File: src/hw/rtl/gradient_l2_norm_clip_defines.svh
// Assertion macros for the gradient clipping block.
// Used by the top level only; expects aclk and aresetn in scope.
`ifndef GRADIENT_L2_NORM_CLIP_DEFINES_SVH
`define GRADIENT_L2_NORM_CLIP_DEFINES_SVH

`ifndef SYNTHESIS
// Same-cycle implication, disabled while reset is asserted.
`define GC_ASSERT_IMPL(lbl, ante, cons) \
    lbl: assert property (@(posedge aclk) disable iff (!aresetn) (ante) |-> (cons)) \
        else $error("gradient_l2_norm_clip: assertion failed");
// Next-cycle implication, disabled while reset is asserted.
`define GC_ASSERT_NEXT(lbl, ante, cons) \
    lbl: assert property (@(posedge aclk) disable iff (!aresetn) (ante) |=> (cons)) \
        else $error("gradient_l2_norm_clip: assertion failed");
`else
`define GC_ASSERT_IMPL(lbl, ante, cons)
`define GC_ASSERT_NEXT(lbl, ante, cons)
`endif

`endif

File: src/hw/rtl/gclip_pkg.sv
// Shared constants and controller/datapath interface types for gradient clipping.
// No dependencies.
package gclip_pkg;

    localparam int GRAD_W           = 16;
    localparam int NORM_W           = 20;
    localparam int SUM_W            = 37;
    localparam int ROOT_W           = 19;
    localparam int RAD_W            = 2 * ROOT_W;
    localparam int SREM_W           = ROOT_W + 2;
    localparam int SCALE_W          = 16;
    localparam int SQRT_STEPS       = ROOT_W;
    localparam int DIV_STEPS        = SCALE_W;
    localparam int STEP_W           = 5;
    localparam int MAX_ELEMENTS_DEF = 64;

    localparam logic [NORM_W-1:0] MAX_NORM_RST = NORM_W'(4096);

    typedef struct packed {
        logic load;       // element transaction accepted
        logic sqrt_init;  // load root unit from the running sum
        logic sqrt_step;  // one root digit
        logic div_init;   // latch clip decision, load divider
        logic div_step;   // one quotient bit
        logic fetch;      // read the first stored element
        logic fill;       // load the output register from read data
        logic advance;    // result transaction accepted
        logic clear;      // vector done, drop sum, count and flag
    } cmd_t;

    typedef struct packed {
        logic norm_gt;    // norm above threshold
        logic emit_last;  // current output index is the final element
    } sts_t;

endpackage

File: src/hw/rtl/gclip_ram.sv
// Generic single-port-write, single-port-read RAM with registered read.
// No dependencies.
module gclip_ram #(
    parameter int WIDTH = 16,
    parameter int DEPTH = 64,
    localparam int AW   = (DEPTH > 1) ? $clog2(DEPTH) : 1
) (
    input  logic             aclk,
    input  logic             we,
    input  logic [AW-1:0]    waddr,
    input  logic [WIDTH-1:0] wdata,
    input  logic             re,
    input  logic [AW-1:0]    raddr,
    output logic [WIDTH-1:0] rdata
);

    logic [WIDTH-1:0] mem [DEPTH];
    logic [WIDTH-1:0] rdata_reg;

    always_ff @(posedge aclk) begin
        if (we) begin
            mem[waddr] <= wdata;
        end
        if (re) begin
            rdata_reg <= mem[raddr];
        end
    end

    assign rdata = rdata_reg;

endmodule

File: src/hw/rtl/gclip_dp.sv
// Datapath: element buffer, sum of squares, bit-serial square root,
// restoring divider for the scale, and the output multiplier. Uses gclip_pkg, gclip_ram.
module gclip_dp import gclip_pkg::*; #(
    parameter int MAX_ELEMENTS = MAX_ELEMENTS_DEF
) (
    input  logic              aclk,
    input  logic              aresetn,
    input  cmd_t              cmd,
    output sts_t              sts,
    input  logic              cfg_valid,
    input  logic [NORM_W-1:0] cfg_data,
    input  logic [GRAD_W-1:0] s_grad_in,
    output logic [GRAD_W-1:0] m_grad_out,
    output logic              m_last_out,
    output logic              m_was_clipped,
    output logic              m_overflow
);

    localparam int COUNT_W = $clog2(MAX_ELEMENTS + 1);
    localparam int AW      = (MAX_ELEMENTS > 1) ? $clog2(MAX_ELEMENTS) : 1;

    logic [NORM_W-1:0]  max_norm_reg;
    logic [SUM_W-1:0]   sum_reg;
    logic [COUNT_W-1:0] count_reg;
    logic               dropped_reg;
    logic [COUNT_W-1:0] idx_reg;
    logic [COUNT_W-1:0] idx_inc;

    logic [RAD_W-1:0]   rad_reg;
    logic [SREM_W-1:0]  srem_reg;
    logic [ROOT_W-1:0]  root_reg;
    logic [ROOT_W-1:0]  drem_reg;
    logic [SCALE_W-1:0] scale_reg;
    logic               clip_reg;

    logic [GRAD_W-1:0]  grad_out_reg;
    logic               last_out_reg;
    logic               clip_out_reg;
    logic               ovf_out_reg;

    logic               full;
    logic [GRAD_W:0]    in_mag;
    logic [2*GRAD_W+1:0] in_sq;

    logic [SREM_W+1:0]  srem_sh;
    logic [SREM_W+1:0]  trial;
    logic               sqrt_ge;
    logic [ROOT_W:0]    drem_sh;
    logic               div_ge;

    logic               rd_en;
    logic [AW-1:0]      rd_addr;
    logic [GRAD_W-1:0]  rd_data;
    logic               e_neg;
    logic [GRAD_W:0]    e_mag;
    logic [GRAD_W+SCALE_W:0] prod;
    logic [GRAD_W+SCALE_W:0] prod_rnd;
    logic [GRAD_W:0]    p_mag;
    logic [GRAD_W-1:0]  scaled;

    assign full    = (count_reg == COUNT_W'(MAX_ELEMENTS));
    assign idx_inc = COUNT_W'(idx_reg + 1'b1);

    // Magnitude and square of the incoming element
    assign in_mag = s_grad_in[GRAD_W-1] ? (GRAD_W+1)'(-$signed({s_grad_in[GRAD_W-1], s_grad_in}))
                                        : {1'b0, s_grad_in};
    assign in_sq  = in_mag * in_mag;

    always_ff @(posedge aclk) begin
        if (!aresetn) begin
            max_norm_reg <= MAX_NORM_RST;
            sum_reg      <= '0;
            count_reg    <= '0;
            dropped_reg  <= 1'b0;
        end else begin
            if (cfg_valid) begin
                max_norm_reg <= cfg_data;
            end
            if (cmd.clear) begin
                sum_reg     <= '0;
                count_reg   <= '0;
                dropped_reg <= 1'b0;
            end else if (cmd.load) begin
                if (full) begin
                    dropped_reg <= 1'b1;
                end else begin
                    sum_reg   <= SUM_W'(sum_reg + SUM_W'(in_sq));
                    count_reg <= COUNT_W'(count_reg + 1'b1);
                end
            end
        end
    end

    gclip_ram #(
        .WIDTH (GRAD_W),
        .DEPTH (MAX_ELEMENTS)
    ) u_store (
        .aclk  (aclk),
        .we    (cmd.load && !full),
        .waddr (count_reg[AW-1:0]),
        .wdata (s_grad_in),
        .re    (rd_en),
        .raddr (rd_addr),
        .rdata (rd_data)
    );

    // Square root, one result bit per step: bring down two radicand bits
    assign srem_sh = {srem_reg, rad_reg[RAD_W-1 -: 2]};
    assign trial   = (SREM_W+2)'({root_reg, 2'b01});
    assign sqrt_ge = (srem_sh >= trial);

    // Quotient bit of (max_norm << 16) / norm
    assign drem_sh = {drem_reg, 1'b0};
    assign div_ge  = (drem_sh >= {1'b0, root_reg});

    always_ff @(posedge aclk) begin
        if (cmd.sqrt_init) begin
            rad_reg  <= RAD_W'(sum_reg);
            srem_reg <= '0;
            root_reg <= '0;
        end else if (cmd.sqrt_step) begin
            rad_reg <= {rad_reg[RAD_W-3:0], 2'b00};
            if (sqrt_ge) begin
                srem_reg <= SREM_W'(srem_sh - trial);
                root_reg <= {root_reg[ROOT_W-2:0], 1'b1};
            end else begin
                srem_reg <= SREM_W'(srem_sh);
                root_reg <= {root_reg[ROOT_W-2:0], 1'b0};
            end
        end
        if (cmd.div_init) begin
            clip_reg  <= sts.norm_gt;
            drem_reg  <= max_norm_reg[ROOT_W-1:0];
            scale_reg <= '0;
        end else if (cmd.div_step) begin
            if (div_ge) begin
                drem_reg <= ROOT_W'(drem_sh - {1'b0, root_reg});
            end else begin
                drem_reg <= drem_sh[ROOT_W-1:0];
            end
            scale_reg <= {scale_reg[SCALE_W-2:0], div_ge};
        end
    end

    assign sts.norm_gt   = ({1'b0, root_reg} > max_norm_reg);
    assign sts.emit_last = (idx_inc == count_reg);

    always_ff @(posedge aclk) begin
        if (cmd.div_init) begin
            idx_reg <= '0;
        end else if (cmd.advance) begin
            idx_reg <= idx_inc;
        end
    end

    // Prefetch the next element while the current result is taken
    assign rd_en   = cmd.fetch || (cmd.advance && !sts.emit_last);
    assign rd_addr = cmd.fetch ? idx_reg[AW-1:0] : idx_inc[AW-1:0];

    // Scale by Q0.16, round half away from zero on the magnitude
    assign e_neg    = rd_data[GRAD_W-1];
    assign e_mag    = e_neg ? (GRAD_W+1)'(-$signed({rd_data[GRAD_W-1], rd_data}))
                            : {1'b0, rd_data};
    assign prod     = e_mag * scale_reg;
    assign prod_rnd = prod + (GRAD_W+SCALE_W+1)'(1 << (SCALE_W - 1));
    assign p_mag    = prod_rnd[GRAD_W+SCALE_W -: GRAD_W+1];
    assign scaled   = e_neg ? GRAD_W'(-p_mag) : p_mag[GRAD_W-1:0];

    always_ff @(posedge aclk) begin
        if (cmd.fill) begin
            grad_out_reg <= clip_reg ? scaled : rd_data;
            last_out_reg <= sts.emit_last;
            clip_out_reg <= clip_reg;
            ovf_out_reg  <= dropped_reg;
        end
    end

    assign m_grad_out    = grad_out_reg;
    assign m_last_out    = last_out_reg;
    assign m_was_clipped = clip_out_reg;
    assign m_overflow    = ovf_out_reg;

endmodule

File: src/hw/rtl/gclip_ctrl.sv
// Controller: sequences load, root, divide and emission phases.
// Uses gclip_pkg; drives the datapath through cmd_t, reads sts_t.
module gclip_ctrl import gclip_pkg::*; (
    input  logic aclk,
    input  logic aresetn,
    input  logic s_valid,
    input  logic s_last_in,
    output logic s_ready,
    output logic m_valid,
    input  logic m_ready,
    input  sts_t sts,
    output cmd_t cmd
);

    localparam logic [2:0] ST_LOAD  = 3'd0;
    localparam logic [2:0] ST_RINIT = 3'd1;
    localparam logic [2:0] ST_SQRT  = 3'd2;
    localparam logic [2:0] ST_CMP   = 3'd3;
    localparam logic [2:0] ST_DIV   = 3'd4;
    localparam logic [2:0] ST_FETCH = 3'd5;
    localparam logic [2:0] ST_FILL  = 3'd6;
    localparam logic [2:0] ST_EMIT  = 3'd7;

    logic [2:0]        state_reg;
    logic [2:0]        state_next;
    logic [STEP_W-1:0] step_reg;
    logic [STEP_W-1:0] step_next;

    always_comb begin
        state_next = state_reg;
        step_next  = step_reg;
        cmd        = '0;
        unique case (state_reg)
            ST_LOAD: begin
                if (s_valid) begin
                    cmd.load = 1'b1;
                    if (s_last_in) begin
                        state_next = ST_RINIT;
                    end
                end
            end
            ST_RINIT: begin
                cmd.sqrt_init = 1'b1;
                step_next     = '0;
                state_next    = ST_SQRT;
            end
            ST_SQRT: begin
                cmd.sqrt_step = 1'b1;
                step_next     = STEP_W'(step_reg + 1'b1);
                if (step_reg == STEP_W'(SQRT_STEPS - 1)) begin
                    state_next = ST_CMP;
                end
            end
            ST_CMP: begin
                cmd.div_init = 1'b1;
                step_next    = '0;
                state_next   = sts.norm_gt ? ST_DIV : ST_FETCH;
            end
            ST_DIV: begin
                cmd.div_step = 1'b1;
                step_next    = STEP_W'(step_reg + 1'b1);
                if (step_reg == STEP_W'(DIV_STEPS - 1)) begin
                    state_next = ST_FETCH;
                end
            end
            ST_FETCH: begin
                cmd.fetch  = 1'b1;
                state_next = ST_FILL;
            end
            ST_FILL: begin
                cmd.fill   = 1'b1;
                state_next = ST_EMIT;
            end
            ST_EMIT: begin
                if (m_ready) begin
                    cmd.advance = 1'b1;
                    if (sts.emit_last) begin
                        cmd.clear  = 1'b1;
                        state_next = ST_LOAD;
                    end else begin
                        state_next = ST_FILL;
                    end
                end
            end
            default: begin
                state_next = ST_LOAD;
            end
        endcase
    end

    always_ff @(posedge aclk) begin
        if (!aresetn) begin
            state_reg <= ST_LOAD;
            step_reg  <= '0;
        end else begin
            state_reg <= state_next;
            step_reg  <= step_next;
        end
    end

    assign s_ready = (state_reg == ST_LOAD);
    assign m_valid = (state_reg == ST_EMIT);

endmodule

File: src/hw/rtl/gradient_l2_norm_clip.sv
// Gradient clipping by L2 norm: top level joining controller and datapath.
// Uses gclip_pkg, gclip_ctrl, gclip_dp (with gclip_ram), and the assertion macro header.
//
// Usage:
//   s_ channel takes one signed Q4.12 element per transaction, s_last_in on the
//   final one. Elements arrive at one per cycle while s_ready is high; those
//   beyond MAX_ELEMENTS are dropped and reported through m_overflow.
//   After the last element the block computes the norm with a bit-serial
//   square root (an init step, one step per root bit, then a compare) and, if
//   the norm is above max_norm, the Q0.16 scale with a restoring divider.
//   The m_ channel then returns every stored element, one at a time
//   (fill the output register, then hand over; the next element is read
//   during the handover). m_last_out marks the final result.
//   A stalled receiver holds the output register; nothing advances until the
//   result transaction completes. s_ready stays low from the last element
//   until the last result is taken.
//   cfg_ data writes max_norm (unsigned Q8.12); cfg_ready is always high.
//   Write it only between vectors. Reset sets max_norm to 1.0 and empties
//   the vector; buffer contents are not cleared.
`include "gradient_l2_norm_clip_defines.svh"

module gradient_l2_norm_clip import gclip_pkg::*; #(
    parameter int MAX_ELEMENTS = MAX_ELEMENTS_DEF
) (
    input  logic              aclk,
    input  logic              aresetn,
    input  logic              cfg_valid,
    output logic              cfg_ready,
    input  logic [NORM_W-1:0] cfg_data,
    input  logic              s_valid,
    output logic              s_ready,
    input  logic [GRAD_W-1:0] s_grad_in,
    input  logic              s_last_in,
    output logic              m_valid,
    input  logic              m_ready,
    output logic [GRAD_W-1:0] m_grad_out,
    output logic              m_last_out,
    output logic              m_was_clipped,
    output logic              m_overflow
);

    cmd_t cmd;
    sts_t sts;

    assign cfg_ready = 1'b1;

    gclip_ctrl u_ctrl (
        .aclk      (aclk),
        .aresetn   (aresetn),
        .s_valid   (s_valid),
        .s_last_in (s_last_in),
        .s_ready   (s_ready),
        .m_valid   (m_valid),
        .m_ready   (m_ready),
        .sts       (sts),
        .cmd       (cmd)
    );

    gclip_dp #(
        .MAX_ELEMENTS (MAX_ELEMENTS)
    ) u_dp (
        .aclk          (aclk),
        .aresetn       (aresetn),
        .cmd           (cmd),
        .sts           (sts),
        .cfg_valid     (cfg_valid),
        .cfg_data      (cfg_data),
        .s_grad_in     (s_grad_in),
        .m_grad_out    (m_grad_out),
        .m_last_out    (m_last_out),
        .m_was_clipped (m_was_clipped),
        .m_overflow    (m_overflow)
    );

    // Loading and emitting never overlap
    `GC_ASSERT_IMPL(a_no_overlap, s_ready, !m_valid)
    // The final element closes the input side until emission is over
    `GC_ASSERT_NEXT(a_busy_after_last, s_valid && s_ready && s_last_in, !s_ready)
    // Taking the final result reopens the input side at once
    `GC_ASSERT_NEXT(a_ready_after_last, m_valid && m_ready && m_last_out, s_ready)
    // At most one datapath phase is active in a cycle
    `GC_ASSERT_IMPL(a_cmd_excl, 1'b1,
        $onehot0({cmd.load, cmd.sqrt_step, cmd.div_step, cmd.fill, cmd.advance}))

endmodule

File: config.mk
export PLATFORM = sky130hd
export DESIGN_NAME = gradient_l2_norm_clip
export DESIGN_NICKNAME = d
export VERILOG_FILES = /design/src/hw/rtl/gclip_pkg.sv /design/src/hw/rtl/gclip_ram.sv /design/src/hw/rtl/gclip_dp.sv /design/src/hw/rtl/gclip_ctrl.sv /design/src/hw/rtl/gradient_l2_norm_clip.sv
export VERILOG_INCLUDE_DIRS = /design/src /design/src/hw/rtl
export SDC_FILE = /design/constraint.sdc
export NUM_CORES = 2
export LEC_CHECK = 0
export ABC_CLOCK_PERIOD_IN_PS = 8400
export BUFFER_PORTS_ARGS = -buffer_cell sky130_fd_sc_hd__buf_2
export CAP_MARGIN = 20
export CORE_ASPECT_RATIO = 0.7
export CORE_MARGIN = 4
export CORE_UTILIZATION = 41
export CTS_CLUSTER_DIAMETER = 30
export DETAILED_ROUTE_END_ITERATION = 16
export HOLD_SLACK_MARGIN = 0.08
export PLACE_DENSITY = 0.59
export SYNTH_ARGS = -nofsm -noshare
export SYNTH_HDL_FRONTEND = slang
export SYNTH_SLANG_ARGS = --single-unit
File: constraint.sdc
create_clock -name aclk -period 8.4 [get_ports aclk]
set_input_delay 0.84 -clock aclk [delete_from_list [all_inputs] [get_ports aclk]]
set_output_delay 0.84 -clock aclk [all_outputs]
set_load 0.02 [all_outputs]
==> impl_metrics.csv <==
group,metric,value,unit
run_status,outcome,"completed",
critical_path,worstPathRequired,8.89,ns
cts,cts_buffers,192,
power_and_ir_drop,p_sw_frac,0.369,
route,drt-vias-per-instance,5.39,
synthesis,synth_warnings,0,
critical_path,path_class,"reg -> reg",
synthesis,yosysTopAreaCell,"edfxtp_1",
timing,layout_min_cycle_time,8.15,ns
floorplanning,start_util,0.414,
cts,root_buffer,"clkbuf_16",
global_routing,grt_start_max_net_pins,130,
floorplanning,core.rowCount,125,
floorplanning,die_area,175000,um2
cts,htreeDepth,4,
global_routing,grt_antenna_before_repair,10,
cts,insertion_delay,0.82,ns
critical_path,critical_path_arrival,8.64,ns
critical_path,worst-path-max-fanout,5,
route,drt-total-wl,182,mm
placement,dp_hpwl,124,mm
timing,finalSetupViolCount,0,
global_routing,grt_pass1_wl,275,mm
floorplanning,die_w,498,um
power_and_ir_drop,p_leak,0.0319,uW
timing,finClkSkew,0.0733,ns
finish,multi_input_area,30200,um2
synthesis,yosysTopAreaCellShare,0.486,
power_and_ir_drop,power.internal,19500,uW
global_routing,gr-total-overflow,0,
critical_path,critPathSlowestCell,"fa_1",
synthesis,synth_area,68900,um2
power_and_ir_drop,p_total,30900,uW
critical_path,cp-end-kind,"register",
synthesis,syn_inst,4894,
placement,io_buffers,62,
finish,layout.cells.non_filler,7690,
finish,final_layout_size_suffix_gt1_frac,0.221,
power_and_ir_drop,powerDensity,380,nW/um2
global_routing,grt_use_total,0.210,
finish,fillCellCount,14265,
timing,fin_crit_sh,0.970,
route,dr_total_vias,41427,
route,drtIter0Drc,3973,
power_and_ir_drop,power_frac_comb,0.499,
route,wl_per_cell,23.7,um
finish,area_growth,17.8,%
hold_path,min_path_type,"in -> reg",
run,max-cap-violations,0,
cts,cts_tree,"done",
synthesis,synth_edf_count,1116,
finish,nNetsFinal,6061,
floorplanning,die_y,351,um
timing,max-slew-margin-rel,0.243,
finish,final-seq-area,36300,um2
placement,gp_congestion,0.868,
power_and_ir_drop,power.switching,11400,uW
floorplanning,core_area,167000,um2
placement,dp_cells,7306,
power_and_ir_drop,share_seq_of_total_power,0.241,
route,route.detailed.drc,0,
power_and_ir_drop,power.clock.fraction,0.260,
cts,clockBufferDepth,3,
synthesis,synthDistinctLibCells,76,
synthesis,synthFlopType,"edfxtp_1",
synthesis,synthTopCellsByCount,"edfxtp_1 (1116), inv_1 (682), fa_1 (432)",
critical_path,critPathMaxStageDelay,0.56,ns
timing,drv_slew,0,
critical_path,crit_top_cell,"fa_1",
synthesis,ys_ff_latch,1253,
synthesis,ys_seq_area_frac,0.526,
finish,utilization,0.488,
finish,largest_reg_flops,1024,
cts,cts_sinks,1253,
timing,fmax,123,MHz
route,drt_pass1_iterations,5,
timing,hold_violations,0,
synthesis,async_flop_share,0,
synthesis,syn_area_per_cell,14.1,um2
synthesis,yosysMostFrequentCell,"edfxtp_1",
timing,tightest_slew,1.13,ns
critical_path,crit_path_start_kind,"register",
timing,rsz0062_at_grt,"yes",
cts,clkTransAtPathRegs,0.05,ns
power_and_ir_drop,vdd_ir_drop_max,1130,uV
global_routing,grt_pass1_vias,41958,
route,antenna_left,0,
floorplanning,io_pins,64,
synthesis,synthTopCellsByArea,"edfxtp_1 (49%), fa_1 (13%), mux4_2 (11%)",
routing by layer:
| layer | share of wire | GRT usage | vias to the layer above |
|---|---|---|---|
| met5 | 0 | 0 | - |
| met4 | 0.016 | 0.0459 | 0 |
| met3 | 0.089 | 0.0469 | 189 |
| met2 | 0.43 | 0.305 | 1644 |
| met1 | 0.47 | 0.323 | 21388 |
| li1 | - | - | 18206 |
layout make-up:
type / instances / share of cell area
repair buffers: 358 / 0.0336
clock buffers: 209 / 0.0610
inverters: 692 / 0.0320
multi-input cells: 2804 / 0.372
flip-flops and latches: 1253 / 0.446
clock inverters: 151 / 0.0211
diodes: 1 / 0.0000308
well taps: 2222 / 0.0342
worst paths after layout:
path                                             from                    end  slack [ns]  cells past startpoint
worst max register to register  u_dp.u_store.rdata[2]    u_dp.m_grad_out[15]        0.25                     29
worst min-delay path                     cfg_data[12]  u_dp.max_norm_reg[12]        0.29                      3
worst min register to register       u_dp.sum_reg[18]       u_dp.sum_reg[18]        0.45                      2
worst max-delay path            u_dp.u_store.rdata[2]    u_dp.m_grad_out[15]        0.25                     29
placed cells by master, fill, tap and decap left out, types with 39 or more instances in the layout:
cell,n
edfxtp_1,1116
conb_1,54
dfxtp_1,137
buf_4,276
o21ai_0,97
nor2_1,181
a21oi_1,152
mux2i_1,39
xor2_1,46
ha_1,279
fa_1,423
nand2_1,410
inv_1,674
xnor2_1,82
buf_2,62
nor2b_1,43
clkbuf_16,195
and2_1,140
mux4_2,336
nor2_2,64
cell families (layout without fill, tap and decap cells):
kind of cell	after synthesis	after routing	synth area share
multiplexers	384	384	0.117
AND/OR/NAND/NOR	1035	1035	0.0695
XOR/XNOR	141	142	0.0180
AO/OA/AOI/OAI	471	471	0.0428
other	2	55	0.000109
buffers and inverters	890	1410	0.0494
adder cells (fa/ha/maj)	718	718	0.177
flip-flops	1253	1253	0.526
worst max-delay path: cells and delay by family, from the launching register on:
kind | cells | cell delay, ns
flops | 1 | 0.42
xor+xnor | 2 | 0.38
compound gates | 5 | 1.04
fa+ha+maj | 7 | 3.42
buf+inv | 4 | 0.31
simple gates | 11 | 2.23
metrics by stage:
| step | hold WS (ns) | worst slack [ns] | setup TNS [ns] | cell area (um2) |
|---|---|---|---|---|
| floorplan | 0.409 | 0.347 | 0 | 69100 |
| global placement | 0.440 | -0.119 | -0.203 | 73800 |
| detailed placement | 0.443 | -0.134 | -0.378 | 73800 |
| CTS | 0.216 | 0.00456 | 0 | 80600 |
| global route | 0.247 | -0.0533 | -0.118 | 81200 |
| finish | 0.287 | 0.254 | 0 | 81200 |
repair_timing:
item                                    CTS  global route
gates resized for setup                   8            85
hold buffers                              0             0
gates cloned                              0             2
setup buffers                             0            14
pin swaps                                 0            51
endpoints found under the setup margin    4            11
power by group through the flow:
stage	sequential, uW	clock (uW)	combinational [uW]
floorplan	7450	0	10100
global placement	7550	0	15100
detailed placement	7560	0	15200
CTS	7430	8150	15300
global route	7470	8490	17500
finish	7440	8030	15400
Note: power is estimated with default switching activity, not from simulation.
